<file path="src/rtl/sba_pkg.sv">
`timescale 1ns / 1ps
// Shared types and constants for the slot bump allocator.
// Used by every module under rtl/ except sba_ram; depends on nothing.
package sba_pkg;

    // Default table depth
    localparam int SBA_MAX_SLOTS = 16;

    // Field widths fixed by the interface
    localparam int COUNT_W  = 16;
    localparam int FMT_W    = 8;
    localparam int SIZE_W   = 17;
    localparam int STATUS_W = 2;
    localparam int IDX_W    = 4;

    // Granularity register reset value
    localparam logic [COUNT_W-1:0] GRAN_RESET = 16'd256;

    // Register index carried in paddr[2]
    localparam logic REG_GRANULARITY = 1'b0;

    // Result status codes
    localparam logic [STATUS_W-1:0] STATUS_GRANTED = 2'd0;
    localparam logic [STATUS_W-1:0] STATUS_ZERO    = 2'd1;
    localparam logic [STATUS_W-1:0] STATUS_FULL    = 2'd2;
    localparam logic [STATUS_W-1:0] STATUS_FRAME   = 2'd3;

    // Item kind on tuser
    localparam logic MODE_ALLOC = 1'b0;
    localparam logic MODE_FRAME = 1'b1;

    // One slot table entry
    typedef struct packed {
        logic [FMT_W-1:0]  fmt;
        logic [SIZE_W-1:0] cap;
        logic [SIZE_W-1:0] rem;
    } t_slot;

    // Request to the remainder unit
    typedef struct packed {
        logic               start;
        logic [COUNT_W-1:0] dividend;
        logic [COUNT_W-1:0] divisor;
    } t_rem_req;

    // Response from the remainder unit
    typedef struct packed {
        logic               busy;
        logic [COUNT_W-1:0] remainder;
    } t_rem_rsp;

    // Controller states
    typedef enum logic [2:0] {
        ST_IDLE,
        ST_SCAN,
        ST_NEW,
        ST_FRAME,
        ST_PUSH
    } t_state;

endpackage

</file>
<file path="src/rtl/sba_ram.sv">
`timescale 1ns / 1ps
// Generic single-write, single-read RAM with registered read data.
// Standalone; no package dependency.
module sba_ram #(
    parameter int WIDTH = 8,
    parameter int DEPTH = 16
) (
    input  logic                                   i_clk,
    input  logic                                   i_we,
    input  logic [((DEPTH > 1) ? $clog2(DEPTH) : 1)-1:0] i_waddr,
    input  logic [WIDTH-1:0]                       i_wdata,
    input  logic                                   i_re,
    input  logic [((DEPTH > 1) ? $clog2(DEPTH) : 1)-1:0] i_raddr,
    output logic [WIDTH-1:0]                       o_rdata
);

    logic [WIDTH-1:0] r_mem [DEPTH];
    logic [WIDTH-1:0] r_rdata;

    // Write port and registered read port
    always_ff @(posedge i_clk) begin
        if (i_we) begin
            r_mem[i_waddr] <= i_wdata;
        end
        if (i_re) begin
            r_rdata <= r_mem[i_raddr];
        end
    end

    assign o_rdata = r_rdata;

endmodule

</file>
<file path="src/rtl/sba_rem.sv">
`timescale 1ns / 1ps
// Iterative remainder unit: count mod granularity, one quotient bit a cycle.
// Depends on sba_pkg for the request and response structs.
module sba_rem (
    input  logic                  i_clk,
    input  logic                  i_rst_n,
    input  sba_pkg::t_rem_req     i_req,
    output sba_pkg::t_rem_rsp     o_rsp
);
    import sba_pkg::*;

    logic               r_busy;
    logic [3:0]         r_cnt;
    logic [COUNT_W-1:0] r_rem;
    logic [COUNT_W-1:0] r_shift;
    logic [COUNT_W-1:0] r_div;
    logic [COUNT_W:0]   w_trial;
    logic [COUNT_W:0]   w_diff;

    // Restoring step: bring in the next dividend bit, subtract if it fits
    assign w_trial = {r_rem, r_shift[COUNT_W-1]};
    assign w_diff  = w_trial - {1'b0, r_div};

    // Control state
    always_ff @(posedge i_clk) begin
        if (!i_rst_n) begin
            r_busy <= 1'b0;
            r_cnt  <= '0;
        end else if (i_req.start) begin
            r_busy <= 1'b1;
            r_cnt  <= 4'd15;
        end else if (r_busy) begin
            r_cnt <= r_cnt - 4'd1;
            if (r_cnt == 4'd0) begin
                r_busy <= 1'b0;
            end
        end
    end

    // Datapath
    always_ff @(posedge i_clk) begin
        if (i_req.start) begin
            r_rem   <= '0;
            r_shift <= i_req.dividend;
            r_div   <= i_req.divisor;
        end else if (r_busy) begin
            r_shift <= {r_shift[COUNT_W-2:0], 1'b0};
            if (w_trial >= {1'b0, r_div}) begin
                r_rem <= w_diff[COUNT_W-1:0];
            end else begin
                r_rem <= w_trial[COUNT_W-1:0];
            end
        end
    end

    assign o_rsp.busy      = r_busy;
    assign o_rsp.remainder = r_rem;

endmodule

</file>
<file path="src/rtl/sba_ctrl.sv">
`timescale 1ns / 1ps
// Allocator controller: slot table scan, slot opening, frame refill, result register.
// Depends on sba_pkg; drives the slot RAM and the remainder unit.
module sba_ctrl #(
    parameter int MAX_SLOTS = sba_pkg::SBA_MAX_SLOTS
) (
    input  logic                                  i_clk,
    input  logic                                  i_rst_n,
    input  logic [sba_pkg::COUNT_W-1:0]           i_granularity,
    // Request side
    input  logic                                  i_valid,
    output logic                                  o_ready,
    input  logic                                  i_mode,
    input  logic [sba_pkg::COUNT_W-1:0]           i_count,
    input  logic [sba_pkg::FMT_W-1:0]             i_format_id,
    // Result side
    output logic                                  o_valid,
    input  logic                                  i_ready,
    output logic [sba_pkg::STATUS_W-1:0]          o_status,
    output logic [sba_pkg::IDX_W-1:0]             o_slot_index,
    output logic [sba_pkg::SIZE_W-1:0]            o_start_offset,
    output logic [sba_pkg::COUNT_W-1:0]           o_granted_count,
    // Slot RAM
    output logic                                  o_ram_we,
    output logic [((MAX_SLOTS > 1) ? $clog2(MAX_SLOTS) : 1)-1:0] o_ram_waddr,
    output sba_pkg::t_slot                        o_ram_wdata,
    output logic                                  o_ram_re,
    output logic [((MAX_SLOTS > 1) ? $clog2(MAX_SLOTS) : 1)-1:0] o_ram_raddr,
    input  sba_pkg::t_slot                        i_ram_rdata,
    // Remainder unit
    output sba_pkg::t_rem_req                     o_rem_req,
    input  sba_pkg::t_rem_rsp                     i_rem_rsp
);
    import sba_pkg::*;

    localparam int AW = (MAX_SLOTS > 1) ? $clog2(MAX_SLOTS) : 1;
    localparam int CW = $clog2(MAX_SLOTS + 1);
    localparam logic [CW-1:0] FULL_N = CW'(MAX_SLOTS);

    t_state              r_state, n_state;
    logic [CW-1:0]       r_n, n_n;
    logic [CW-1:0]       r_rd_idx, n_rd_idx;
    logic                r_chk_vld, n_chk_vld;
    logic [AW-1:0]       r_chk_idx, n_chk_idx;
    logic [COUNT_W-1:0]  r_count, n_count;
    logic [FMT_W-1:0]    r_fmt, n_fmt;
    logic [STATUS_W-1:0] r_res_status, n_res_status;
    logic [AW-1:0]       r_res_idx, n_res_idx;
    logic [SIZE_W-1:0]   r_res_start, n_res_start;
    logic [COUNT_W-1:0]  r_res_cnt, n_res_cnt;
    logic                r_out_vld, n_out_vld;
    logic [STATUS_W-1:0] r_out_status, n_out_status;
    logic [IDX_W-1:0]    r_out_idx, n_out_idx;
    logic [SIZE_W-1:0]   r_out_start, n_out_start;
    logic [COUNT_W-1:0]  r_out_cnt, n_out_cnt;

    logic                w_hit;
    logic [SIZE_W-1:0]   w_count_ext;
    logic [SIZE_W-1:0]   w_new_cap;
    logic [AW+IDX_W-1:0] w_idx_ext;
    logic                w_out_free;

    assign w_count_ext = {1'b0, r_count};
    assign w_hit       = r_chk_vld && (i_ram_rdata.fmt == r_fmt)
                         && (i_ram_rdata.rem >= w_count_ext);
    // Round up: add the shortfall to the next multiple unless already aligned
    assign w_new_cap   = (i_rem_rsp.remainder == '0) ? w_count_ext
                         : w_count_ext + {1'b0, i_granularity}
                           - {1'b0, i_rem_rsp.remainder};
    assign w_idx_ext   = {{IDX_W{1'b0}}, r_res_idx};
    assign w_out_free  = !r_out_vld || i_ready;

    // State and datapath registers
    always_ff @(posedge i_clk) begin
        if (!i_rst_n) begin
            r_state   <= ST_IDLE;
            r_n       <= '0;
            r_chk_vld <= 1'b0;
            r_out_vld <= 1'b0;
        end else begin
            r_state   <= n_state;
            r_n       <= n_n;
            r_chk_vld <= n_chk_vld;
            r_out_vld <= n_out_vld;
        end
    end

    always_ff @(posedge i_clk) begin
        r_rd_idx     <= n_rd_idx;
        r_chk_idx    <= n_chk_idx;
        r_count      <= n_count;
        r_fmt        <= n_fmt;
        r_res_status <= n_res_status;
        r_res_idx    <= n_res_idx;
        r_res_start  <= n_res_start;
        r_res_cnt    <= n_res_cnt;
        r_out_status <= n_out_status;
        r_out_idx    <= n_out_idx;
        r_out_start  <= n_out_start;
        r_out_cnt    <= n_out_cnt;
    end

    // Next state and control
    always_comb begin
        n_state      = r_state;
        n_n          = r_n;
        n_rd_idx     = r_rd_idx;
        n_chk_vld    = r_chk_vld;
        n_chk_idx    = r_chk_idx;
        n_count      = r_count;
        n_fmt        = r_fmt;
        n_res_status = r_res_status;
        n_res_idx    = r_res_idx;
        n_res_start  = r_res_start;
        n_res_cnt    = r_res_cnt;
        n_out_vld    = r_out_vld && !i_ready;
        n_out_status = r_out_status;
        n_out_idx    = r_out_idx;
        n_out_start  = r_out_start;
        n_out_cnt    = r_out_cnt;

        o_ram_we     = 1'b0;
        o_ram_waddr  = r_chk_idx;
        o_ram_wdata  = i_ram_rdata;
        o_ram_re     = 1'b0;
        o_ram_raddr  = r_rd_idx[AW-1:0];

        o_rem_req.start    = 1'b0;
        o_rem_req.dividend = i_count;
        o_rem_req.divisor  = i_granularity;

        unique case (r_state)
            ST_IDLE: begin
                if (i_valid) begin
                    n_count      = i_count;
                    n_fmt        = i_format_id;
                    n_rd_idx     = '0;
                    n_chk_vld    = 1'b0;
                    n_res_idx    = '0;
                    n_res_start  = '0;
                    n_res_cnt    = '0;
                    if (i_mode == MODE_FRAME) begin
                        n_res_status = STATUS_FRAME;
                        n_state      = (r_n == '0) ? ST_PUSH : ST_FRAME;
                    end else if (i_count == '0) begin
                        n_res_status = STATUS_ZERO;
                        n_state      = ST_PUSH;
                    end else begin
                        o_rem_req.start = 1'b1;
                        n_state         = (r_n == '0) ? ST_NEW : ST_SCAN;
                    end
                end
            end

            // One read issued per cycle, checked the cycle after
            ST_SCAN: begin
                if (w_hit) begin
                    o_ram_we          = 1'b1;
                    o_ram_wdata.rem   = i_ram_rdata.rem - w_count_ext;
                    n_res_status      = STATUS_GRANTED;
                    n_res_idx         = r_chk_idx;
                    n_res_start       = i_ram_rdata.cap - i_ram_rdata.rem;
                    n_res_cnt         = r_count;
                    n_chk_vld         = 1'b0;
                    n_state           = ST_PUSH;
                end else if (r_rd_idx < r_n) begin
                    o_ram_re  = 1'b1;
                    n_rd_idx  = r_rd_idx + 1'b1;
                    n_chk_vld = 1'b1;
                    n_chk_idx = r_rd_idx[AW-1:0];
                end else begin
                    n_chk_vld = 1'b0;
                    if (!r_chk_vld) begin
                        if (r_n == FULL_N) begin
                            n_res_status = STATUS_FULL;
                            n_state      = ST_PUSH;
                        end else begin
                            n_state = ST_NEW;
                        end
                    end
                end
            end

            // Open a slot once the remainder is ready
            ST_NEW: begin
                if (!i_rem_rsp.busy) begin
                    o_ram_we        = 1'b1;
                    o_ram_waddr     = r_n[AW-1:0];
                    o_ram_wdata.fmt = r_fmt;
                    o_ram_wdata.cap = w_new_cap;
                    o_ram_wdata.rem = w_new_cap - w_count_ext;
                    n_n             = r_n + 1'b1;
                    n_res_status    = STATUS_GRANTED;
                    n_res_idx       = r_n[AW-1:0];
                    n_res_start     = '0;
                    n_res_cnt       = r_count;
                    n_state         = ST_PUSH;
                end
            end

            // Read entry i while writing back entry i-1 with remaining = capacity
            ST_FRAME: begin
                if (r_chk_vld) begin
                    o_ram_we        = 1'b1;
                    o_ram_wdata.rem = i_ram_rdata.cap;
                end
                if (r_rd_idx < r_n) begin
                    o_ram_re  = 1'b1;
                    n_rd_idx  = r_rd_idx + 1'b1;
                    n_chk_vld = 1'b1;
                    n_chk_idx = r_rd_idx[AW-1:0];
                end else begin
                    n_chk_vld = 1'b0;
                    if (!r_chk_vld) begin
                        n_state = ST_PUSH;
                    end
                end
            end

            // Hand the result to the output register once it is free
            ST_PUSH: begin
                if (w_out_free) begin
                    n_out_vld    = 1'b1;
                    n_out_status = r_res_status;
                    n_out_idx    = w_idx_ext[IDX_W-1:0];
                    n_out_start  = r_res_start;
                    n_out_cnt    = r_res_cnt;
                    n_state      = ST_IDLE;
                end
            end

            default: begin
                n_state = ST_IDLE;
            end
        endcase
    end

    assign o_ready         = (r_state == ST_IDLE);
    assign o_valid         = r_out_vld;
    assign o_status        = r_out_status;
    assign o_slot_index    = r_out_idx;
    assign o_start_offset  = r_out_start;
    assign o_granted_count = r_out_cnt;

endmodule

</file>
<file path="src/rtl/slot_bump_allocator_core.sv">
`timescale 1ns / 1ps
// Slot bump allocator top level: APB register, stream ports, slot RAM and assertions.
// Depends on sba_pkg, sba_ram, sba_rem and sba_ctrl.
//
// Usage
//   Requests arrive on the s_axis group: tuser selects allocate (0) or frame
//   boundary (1), tdata carries count and format. Each request gives exactly
//   one result transaction on the m_axis group (status, slot, offset, count).
//   The granularity register (address 0, reset 256, zero acts as one) must be written
//   over APB only while the block is idle (not enforced); pready is always high.
// Flow of one request, from acceptance to the result:
//   a zero-count allocate, or a frame on an empty table, goes straight to the result;
//   an allocate scans the open slots in table order and is granted from the
//   first fit, or reports full once all MAX_SLOTS slots fail; otherwise a new slot
//   opens once the remainder unit is done; a frame refill rewrites every open slot.
//   One request is in flight at a time, set by the single slot RAM port pair (one
//   entry read per cycle, with registered read data) and the bit-serial remainder unit.
// Reset empties the table (open slot count to zero) and clears the output valid.
// A result waiting on a stalled receiver sits in the output register while
// the next request is accepted and worked on; that request only holds its
// result back until the register is free.
module slot_bump_allocator_core #(
    parameter int MAX_SLOTS = sba_pkg::SBA_MAX_SLOTS
) (
    input  logic        i_clk,
    input  logic        i_rst_n,
    // Request stream
    input  logic        i_s_axis_tvalid,
    output logic        o_s_axis_tready,
    input  logic [23:0] i_s_axis_tdata,   // [15:0] count, [23:16] format_id
    input  logic        i_s_axis_tuser,   // [0] mode
    // Result stream
    output logic        o_m_axis_tvalid,
    input  logic        i_m_axis_tready,
    output logic [39:0] o_m_axis_tdata,   // [1:0] status, [5:2] slot_index,
                                          // [22:6] start_offset, [38:23] granted_count,
                                          // [39] zero
    // Configuration
    input  logic        psel,
    input  logic        penable,
    input  logic        pwrite,
    input  logic [2:0]  paddr,
    input  logic [31:0] pwdata,
    output logic [31:0] prdata,
    output logic        pready
);
    import sba_pkg::*;

    localparam int AW = (MAX_SLOTS > 1) ? $clog2(MAX_SLOTS) : 1;

    logic [COUNT_W-1:0]  r_granularity;
    logic [COUNT_W-1:0]  w_gran_eff;
    logic [COUNT_W-1:0]  w_count;
    logic [FMT_W-1:0]    w_fmt;
    logic [STATUS_W-1:0] w_status;
    logic [IDX_W-1:0]    w_slot_index;
    logic [SIZE_W-1:0]   w_start_offset;
    logic [COUNT_W-1:0]  w_granted_count;
    logic                w_ram_we;
    logic [AW-1:0]       w_ram_waddr;
    t_slot               w_ram_wdata;
    logic                w_ram_re;
    logic [AW-1:0]       w_ram_raddr;
    logic [$bits(t_slot)-1:0] w_ram_rdata_raw;
    t_slot               w_ram_rdata;
    t_rem_req            w_rem_req;
    t_rem_rsp            w_rem_rsp;

    // APB register
    always_ff @(posedge i_clk) begin
        if (!i_rst_n) begin
            r_granularity <= GRAN_RESET;
        end else if (psel && penable && pwrite && pready
                     && (paddr[2] == REG_GRANULARITY)) begin
            r_granularity <= pwdata[COUNT_W-1:0];
        end
    end

    assign pready     = 1'b1;
    assign prdata     = (paddr[2] == REG_GRANULARITY) ? {16'd0, r_granularity} : 32'd0;
    assign w_gran_eff = (r_granularity == '0) ? 16'd1 : r_granularity;

    // Stream field unpacking and packing
    assign w_count        = i_s_axis_tdata[15:0];
    assign w_fmt          = i_s_axis_tdata[23:16];
    assign o_m_axis_tdata = {1'b0, w_granted_count, w_start_offset, w_slot_index, w_status};

    sba_ctrl #(
        .MAX_SLOTS (MAX_SLOTS)
    ) u_ctrl (
        .i_clk           (i_clk),
        .i_rst_n         (i_rst_n),
        .i_granularity   (w_gran_eff),
        .i_valid         (i_s_axis_tvalid),
        .o_ready         (o_s_axis_tready),
        .i_mode          (i_s_axis_tuser),
        .i_count         (w_count),
        .i_format_id     (w_fmt),
        .o_valid         (o_m_axis_tvalid),
        .i_ready         (i_m_axis_tready),
        .o_status        (w_status),
        .o_slot_index    (w_slot_index),
        .o_start_offset  (w_start_offset),
        .o_granted_count (w_granted_count),
        .o_ram_we        (w_ram_we),
        .o_ram_waddr     (w_ram_waddr),
        .o_ram_wdata     (w_ram_wdata),
        .o_ram_re        (w_ram_re),
        .o_ram_raddr     (w_ram_raddr),
        .i_ram_rdata     (w_ram_rdata),
        .o_rem_req       (w_rem_req),
        .i_rem_rsp       (w_rem_rsp)
    );

    // Slot table: format, capacity and remaining count per entry
    sba_ram #(
        .WIDTH ($bits(t_slot)),
        .DEPTH (MAX_SLOTS)
    ) u_slot_ram (
        .i_clk   (i_clk),
        .i_we    (w_ram_we),
        .i_waddr (w_ram_waddr),
        .i_wdata (w_ram_wdata),
        .i_re    (w_ram_re),
        .i_raddr (w_ram_raddr),
        .o_rdata (w_ram_rdata_raw)
    );

    assign w_ram_rdata = t_slot'(w_ram_rdata_raw);

    sba_rem u_rem (
        .i_clk   (i_clk),
        .i_rst_n (i_rst_n),
        .i_req   (w_rem_req),
        .o_rsp   (w_rem_rsp)
    );

`ifndef SYNTHESIS
    // Table writes only happen while a transaction is being worked on
    a_write_busy: assert property (@(posedge i_clk) disable iff (!i_rst_n)
        w_ram_we |-> !o_s_axis_tready)
        else $error("slot RAM written while idle");

    // An accepted non-zero allocate always starts the remainder unit
    a_rem_start: assert property (@(posedge i_clk) disable iff (!i_rst_n)
        (i_s_axis_tvalid && o_s_axis_tready && (i_s_axis_tuser == MODE_ALLOC)
         && (w_count != '0)) |=> w_rem_rsp.busy)
        else $error("remainder unit not started on allocate");

    // Writes stay inside the table
    a_write_range: assert property (@(posedge i_clk) disable iff (!i_rst_n)
        w_ram_we |-> (int'(w_ram_waddr) < MAX_SLOTS))
        else $error("slot RAM write address out of range");
`endif

endmodule

</file>
<file path="config.mk">
export PLATFORM = sky130hd
export DESIGN_NAME = slot_bump_allocator_core
export DESIGN_NICKNAME = d
export VERILOG_FILES = /design/src/rtl/sba_pkg.sv /design/src/rtl/sba_ram.sv /design/src/rtl/sba_rem.sv /design/src/rtl/sba_ctrl.sv /design/src/rtl/slot_bump_allocator_core.sv
export SDC_FILE = /design/constraint.sdc
export NUM_CORES = 1
export LEC_CHECK = 0
export ABC_AREA = 1
export BUFFER_PORTS_ARGS = -buffer_cell sky130_fd_sc_hd__buf_2
export CORE_ASPECT_RATIO = 1.5
export CORE_MARGIN = 8
export CORE_UTILIZATION = 51
export DETAILED_ROUTE_END_ITERATION = 12
export PLACE_DENSITY = 0.72
export SYNTH_ARGS = -nofsm -noshare
export SYNTH_HDL_FRONTEND = slang
export SYNTH_HIERARCHICAL = 1
export SYNTH_SLANG_ARGS = --single-unit
export TNS_END_PERCENT = 50
</file>
<file path="constraint.sdc">
create_clock -name i_clk -period 6 [get_ports i_clk]
set_input_delay 1.2 -clock i_clk [delete_from_list [all_inputs] [get_ports i_clk]]
set_output_delay 1.2 -clock i_clk [all_outputs]
set_load 0.02 [all_outputs]
</file>
==> results.cfg, run 1 <==
[clocking]
root_buffer = clkbuf_16
clk_latency_ns = 0.68
cts.sinks = 904
clk_path_buf_depth = 3
cts_hold_buf = 0
clk_transition_reported_paths_ns = 0.06
post_cts_buffers = 0
cts_tree = yes
cts_buffers = 83
htree_levels = 3
cts-resized-gates = 0

[cells_and_area]
diodes = 0
layout.nets = 4896
fill_cells = 7265
multiInputGateArea_um2 = 13400
syn2layout_area_growth_pct = 9.47
drive_gt1_share_pct = 8.35
seq_area_um2 = 26700

[worst_setup_path]
critPathBufInv = 4
crit-reg2reg-capture = u_slot_ram/r_mem[9][12]
cp.arrival_ns = 5.46
cp.required_ns = 6.20
reg2reg_slack_ns = 0.74
cp-start-kind = flop
ff2ff_path_depth = 20
end_kind = flop
crit_fanout = 16
cp_top_family = simple AND/OR/NAND/NOR gates
path_cells = inv_1 -> fa_1 -> inv_1 -> ha_1 -> inv_1 -> o21ai_0 -> a21boi_0 -> nand3_1 -> xor2_1 -> or2_2 -> o21ai_0 -> inv_1 -> ha_1 -> a21oi_1 -> o21ai_0 -> a21o_1 -> or2_2 -> nand3_1 -> nand2_1 -> nand3b_1
crit_path_top_delay_cell = nand3b_1
r2r_start = r_granularity[8]
max_stage_delay_ns = 0.58
crit_type = flop to flop
cp_common_cell = inv_1

[synth]
seq_area_frac_synth_pct = 60.2
ys.flop_type = edfxtp_1
async_reset_ff_share_pct = 0
synth_cell_types = 56
synth-edff-count = 857
syn_inst = 4687
ys.warnings.count = 6
synth_area_um2 = 44300
syn_avg_cell_area_um2 = 9.45
ys_ff_latch = 904

[detailed_routing]
drt_drc_violations_left = 0
firstDrtPassIters = 6
drt-vias-per-instance = 5.38
vias = 31900
drt-total-wl_mm = 118
post_drt_wl_per_cell_um = 19.9
drtAntennaViolNets = 0
drt-initial-drc-count = 2647

[global_routing]
track_usage_pct = 24.0
antenna_found_initial = 0
grtUsageMet2_pct = 43.1
grt_pass1_wl_mm = 179
grtUsageMet1_pct = 27.6
grt_pass1_vias = 30900
grt_use_met3_pct = 3.20
gr-max-usage-layer = met2
grt_max_degree = 152
grt-ovfl-total = 0

[status]
status = finished clean

[sta]
period_needed_ns = 5.26
setup-violations-final = 0
final_max_slew_viol_count = 0
min_period_over_period_pct = 87.7
worstMarginPinSlew_ns = 1.36
skew_ns = 0.0354
fin_setup_tns_ns = 0
clock.fmax_ghz = 0.190
finalHoldViolations = 0
timing.hold.ws_ns = 0.421
rsz0062_at_grt = false
slew_headroom_pct = 8.59

[pwr]
p_total_mw = 25.8
max-vdd-ir-drop_mv = 0.435
net-switching-power_mw = 10.8
seqPwrFrac_pct = 35.2
pwr-share-clk_pct = 20.4
netSwitchingFraction_pct = 42.0
internal_power_mw = 15.0
leakage_nw = 21.2
power_density_nw_per_um2 = 532
p_comb_share_pct = 44.4

[floorplanning]
io_pins = 142
start_util_pct = 51.4
die_w_um = 257
core_area_um2 = 86200
die_y_um = 377
fp.dieArea_um2 = 96800
rows = 132

[min_path]
hp-start = u_ctrl/r_res_cnt[15]
hold_path_class = flop to flop
min_to = u_ctrl/o_granted_count[15]
hold_depth = 0

[placed_design]
gp_congestion = 0.962
dp_hpwl_mm = 73.1
portBuffers = 105

[flow_run]
maxCapViolations = 0
==> flip-flops by register name, indices dropped and copies added (netlist names) <==
| signal | count |
|---|---|
| u_rem/r_rem | 16 |
| u_ctrl/r_n | 5 |
| u_ctrl/r_res_idx | 4 |
| u_ctrl/r_count | 16 |
| u_slot_ram/r_mem | 672 |
| r_granularity | 16 |
| u_ctrl/o_slot_index | 4 |
| u_ctrl/o_status | 2 |
| u_rem/r_cnt | 4 |
| u_ctrl/r_chk_vld | 1 |
| u_ctrl/o_granted_count | 16 |
| u_ctrl/o_valid | 1 |
| u_ctrl/o_start_offset | 17 |
| u_rem/r_div | 16 |
| u_ctrl/r_state | 3 |
| u_ctrl/r_res_cnt | 16 |
| u_rem/r_shift | 16 |
| u_slot_ram/o_rdata | 42 |
| u_rem/r_busy | 1 |
| u_ctrl/r_rd_idx | 5 |
| u_ctrl/r_res_status | 2 |
| u_ctrl/r_chk_idx | 4 |
| u_ctrl/r_fmt | 8 |
| u_ctrl/r_res_start | 17 |
==> power groups by stage <==
stage | Sequential (mW) | Clock (mW) | Combinational, mW
2_1_floorplan | 9.21 | 0 | 7.84
3_3_place_gp | 9.17 | 0 | 11.2
3_5_place_dp | 9.20 | 0 | 11.3
4_1_cts | 9.07 | 5.35 | 11.4
5_1_grt | 9.13 | 5.59 | 12.7
6_report | 9.08 | 5.27 | 11.5
==> per-stage QoR <==
stage	area (um2)	cells	setup slack, ns	util [%]
2_1_floorplan	44400	4703	1.77	-
3_3_place_gp	45800	5774	0.871	53.1
3_5_place_dp	45800	5774	0.825	53.1
4_1_cts	48500	5928	0.809	56.3
5_1_grt	48500	5928	0.268	56.3
6_report	48500	5928	0.737	56.3
==> cells in the mapped netlist, types with 15 or more instances <==
| master | instances | area, um2 |
|---|---|---|
| a21oi_1 | 102 | 510 |
| buf_2 | 79 | 395 |
| buf_4 | 57 | 428 |
| clkbuf_1 | 83 | 312 |
| dfxtp_1 | 47 | 941 |
| edfxtp_1 | 857 | 25700 |
| fa_1 | 20 | 400 |
| ha_1 | 89 | 1110 |
| inv_1 | 832 | 3120 |
| nand2_1 | 1355 | 5090 |
| nand2_2 | 18 | 113 |
| nand3_1 | 599 | 3000 |
| nand3_2 | 15 | 150 |
| nand3b_1 | 16 | 120 |
| nand4_1 | 20 | 125 |
| nor2_1 | 185 | 694 |
| nor3_1 | 15 | 75.1 |
| o21ai_0 | 97 | 485 |
| or2_2 | 16 | 100 |
| xnor2_1 | 18 | 158 |
==> logic make-up after synthesis <==
kind of cell	Yosys count	synth area share (%)
AO/OA/AOI/OAI	275	3.49
XOR/XNOR	29	0.573
adder cells (fa/ha/maj)	109	3.42
buffers and inverters	1087	10.1
flip-flops	904	60.2
multiplexers	3	0.0678
other	2	0.0169
AND/OR/NAND/NOR	2278	22.2
==> how the worst max path moves through the flow <==
stage / startpoint / to / slack, ns / cells past startpoint
floorplan: u_slot_ram/o_rdata[1] / u_slot_ram/r_mem[12][0] / 1.77 / 14
global placement: r_granularity[15] / u_slot_ram/r_mem[10][15] / 0.87 / 30
detailed placement: u_ctrl/r_count[1] / u_slot_ram/r_mem[9][12] / 0.83 / 22
CTS: u_ctrl/r_count[1] / u_slot_ram/r_mem[3][12] / 0.81 / 22
global route: r_granularity[13] / u_slot_ram/r_mem[11][15] / 0.27 / 30
finish: r_granularity[8] / u_slot_ram/r_mem[9][12] / 0.74 / 20
==> layer usage <==
layer	vias to the layer above	part of all wire [%]	wire length (um)
met3	324	6.9	8120
li1	15200	-	-
met5	-	0	0
met2	1340	51	60500
met1	15100	36	42900
met4	0	5.4	6410
==> layout by cell type, fill, tap and decap left out, drive strengths merged, types with 2 or more instances in the layout <==
master / instances
a211oi: 3
a21boi: 2
a21o: 7
a21oi: 103
a221oi: 5
a22oi: 3
a31oi: 12
and2: 5
buf: 173
bufinv: 7
clkbuf: 107
clkinv: 32
clkinvlp: 5
conb: 18
dfxtp: 47
edfxtp: 857
fa: 20
ha: 89
inv: 849
mux2i: 3
nand2: 1377
nand3: 614
nand3b: 16
nand4: 20
nor2: 199
nor3: 17
nor3b: 3
nor4: 6
o211ai: 11
o21a: 6
o21ai: 101
o21bai: 10
o22ai: 8
o31ai: 3
or2: 19
xnor2: 18
xor2: 11
==> cell type report <==
cell class,instances,area share (%)
clock buffer,107,4.55
multi-input combinational,2712,27.6
inverter,846,6.59
clock inverter,47,0.998
tap,1139,2.94
timing repair buffer,173,2.32
sequential,904,55.0
==> worst register-to-register path, delay by kind of cell (launching register included) <==
kind	cells	cell delay [ns]
AOI/OAI and AO/OA	6	0.97
adders and majority gates	3	1.22
and+or+nand+nor	6	1.55
DFF	1	0.45
buffers and inverters	4	0.38
xor gates and xnor gates	1	0.21
No activity file was read; power rests on OpenSTA's default activity.
==> run 2: changes to the inputs <==
--- a/config.mk
+++ b/config.mk
@@ -11,7 +11,7 @@
 export CORE_MARGIN = 8
 export CORE_UTILIZATION = 51
 export DETAILED_ROUTE_END_ITERATION = 12
-export PLACE_DENSITY = 0.72
+export PLACE_DENSITY_LB_ADDON = 0.3
 export SYNTH_ARGS = -nofsm -noshare
 export SYNTH_HDL_FRONTEND = slang
 export SYNTH_HIERARCHICAL = 1
==> results.cfg, run 2 (synthesized netlist as in run 1, its figures left out) <==
[pwr]
power_density_nw_per_um2 = 540
max-vdd-ir-drop_mv = 0.521
leakage_nw = 21.4

[placed_design]
gp_congestion = 0.996
dp_hpwl_mm = 77.4
placed_cells = 5779
portBuffers = 105
place_ws_ns = 0.809
place_area_um2 = 45900

[detailed_routing]
drt-vias-per-instance = 5.41
drt-total-wl_mm = 122
vias = 32100
drt-initial-drc-count = 2595
drt_drc_violations_left = 0
firstDrtPassIters = 6
drtAntennaViolNets = 0
post_drt_wl_per_cell_um = 20.5

[clocking]
cts_tree = yes
htree_levels = 3
clk_latency_ns = 0.68
root_buffer = clkbuf_16
cts.sinks = 904
clk_transition_reported_paths_ns = 0.07
clk_path_buf_depth = 3
cts_hold_buf = 0
cts-resized-gates = 0
post_cts_buffers = 0
cts_buffers = 85

[floorplanning]
io_pins = 142
fp.dieArea_um2 = 96800
die_y_um = 377
rows = 132
start_util_pct = 51.4
die_w_um = 257
core_area_um2 = 86200

[worst_setup_path]
critPathBufInv = 5
critical_path_depth = 24
cp.required_ns = 6.18
cp_top_family = simple AND/OR/NAND/NOR gates
cp-start-kind = flop
cp-endpoint = u_slot_ram/r_mem[8][16]
crit_path_top_delay_cell = nand4_1
setup.worst_path.start = u_ctrl/r_count[1]
reg2reg_slack_ns = 0.69
end_kind = flop
crit-reg2reg-capture = u_slot_ram/r_mem[8][16]
cp.arrival_ns = 5.49
r2r_start = u_ctrl/r_count[1]
max_stage_delay_ns = 0.58
crit_type = flop to flop
crit_fanout = 16
path_cells = inv_1 -> fa_1 -> fa_1 -> inv_1 -> nand3_1 -> nand2_1 -> inv_1 -> nor2_1 -> nor2_1 -> o21bai_1 -> xnor2_1 -> nand2_1 -> o21ai_0 -> inv_1 -> ha_1 -> nand2_1 -> o21ai_0 -> nand2_1 -> nand3_1 -> a21oi_1 -> inv_1 -> nand2_1 -> nand3_1 -> nand4_1
ff2ff_path_depth = 24

[sta]
skew_ns = 0.0356
final_max_slew_viol_count = 0
rsz0062_at_grt = false
finalHoldViolations = 0
period_needed_ns = 5.31
fin_setup_tns_ns = 0
setup-violations-final = 0
setup_ws_ns = 0.694
clock.fmax_ghz = 0.188
worstMarginPinSlew_ns = 1.39
min_period_over_period_pct = 88.4
slew_headroom_pct = 4.35

[global_routing]
grt_max_degree = 151
grt-ovfl-total = 0
antenna_found_initial = 2
grt_pass1_wl_mm = 183
grt_pass1_vias = 31500
track_usage_pct = 24.8

[cells_and_area]
final_cell_mix = nand2_1, edfxtp_1, inv_1
fill_cells = 7201
fin_cells = 5937
final_core_util_pct = 56.6
max_flop_register = u_slot_ram/r_mem
final_area_um2 = 48800
layout.nets = 4903
final_common_cell = nand2_1
drive_gt1_share_pct = 8.61
largest_reg_flops = 672
syn2layout_area_growth_pct = 10.1

[flow_run]
maxCapViolations = 0

[status]
status = finished clean

[min_path]
hold_path_class = flop to flop
hp-start = u_ctrl/r_res_idx[2]
[run 2: cell count changes in the layout (fill, tap and decap cells not counted), sizes merged]
| cell | previous run | this run |
|---|---|---|
| bufinv | 7 | 8 |
| buf | 173 | 178 |
| diode | 0 | 2 |
| clkinvlp | 5 | 8 |
| inv | 849 | 850 |
| clkinv | 32 | 29 |
[run 2: area by class of cell]
cell class | count | area (um2) | area share, %
sequential | 904 | 26700 | 54.7
multi-input combinational | 2712 | 13400 | 27.4
inverter | 846 | 3190 | 6.55
clock buffer | 107 | 2350 | 4.83
tap | 1139 | 1430 | 2.92
timing repair buffer | 178 | 1210 | 2.48
clock inverter | 49 | 534 | 1.10
antenna | 2 | 5.00 | 0.0103
[run 2: worst register-to-register path, cell delays in order, from the launching register on]
cell and delay [ns]:
edfxtp_1 0.42, inv_1 0.26, fa_1 0.53, fa_1 0.48, inv_1 0.07, nand3_1 0.06, nand2_1 0.14, inv_1 0.08
nor2_1 0.09, nor2_1 0.07, o21bai_1 0.16, xnor2_1 0.21, nand2_1 0.08, o21ai_0 0.19, inv_1 0.09, ha_1 0.39
nand2_1 0.13, o21ai_0 0.30, nand2_1 0.09, nand3_1 0.10, a21oi_1 0.07, inv_1 0.07, nand2_1 0.05, nand3_1 0.12
nand4_1 0.58
[run 2: report_power, final]
part | internal, mW | switching [mW] | leakage, nW
combinational | 3.31 | 8.38 | 11.8
sequential | 8.76 | 0.318 | 8.19
clock | 3.16 | 2.40 | 1.39
total | 15.2 | 11.1 | 21.4
[run 2: worst min-delay path by stage]
stage | endpoint | slack (ns) | cells after the start
after floorplan | u_ctrl/o_granted_count[0] | 0.40 | 0
after global placement | u_ctrl/o_granted_count[1] | 0.40 | 0
after detailed placement | u_ctrl/o_start_offset[13] | 0.41 | 0
after CTS | u_ctrl/o_slot_index[2] | 0.41 | 0
after global routing | u_ctrl/o_granted_count[7] | 0.42 | 0
final | u_ctrl/o_slot_index[2] | 0.42 | 0
[run 2: routing by layer]
| metal | routed length, um | vias to the layer above | share of wire, % | track usage (%) |
|---|---|---|---|---|
| li1 | - | 15200 | - | - |
| met1 | 43600 | 15200 | 36 | 27.1 |
| met2 | 62300 | 1305 | 51 | 44.8 |
| met3 | 7460 | 407 | 6.1 | 3.47 |
| met4 | 8500 | 0 | 7.0 | 16.7 |
| met5 | 0 | - | 0 | 0 |
[run 2: per-stage QoR]
step	total power, mW	hold WS, ns
3_3_place_gp	20.6	0.400
4_1_cts	26.3	0.413
2_1_floorplan	17.0	0.400
5_1_grt	28.0	0.417
6_report	26.3	0.417
3_5_place_dp	20.7	0.405
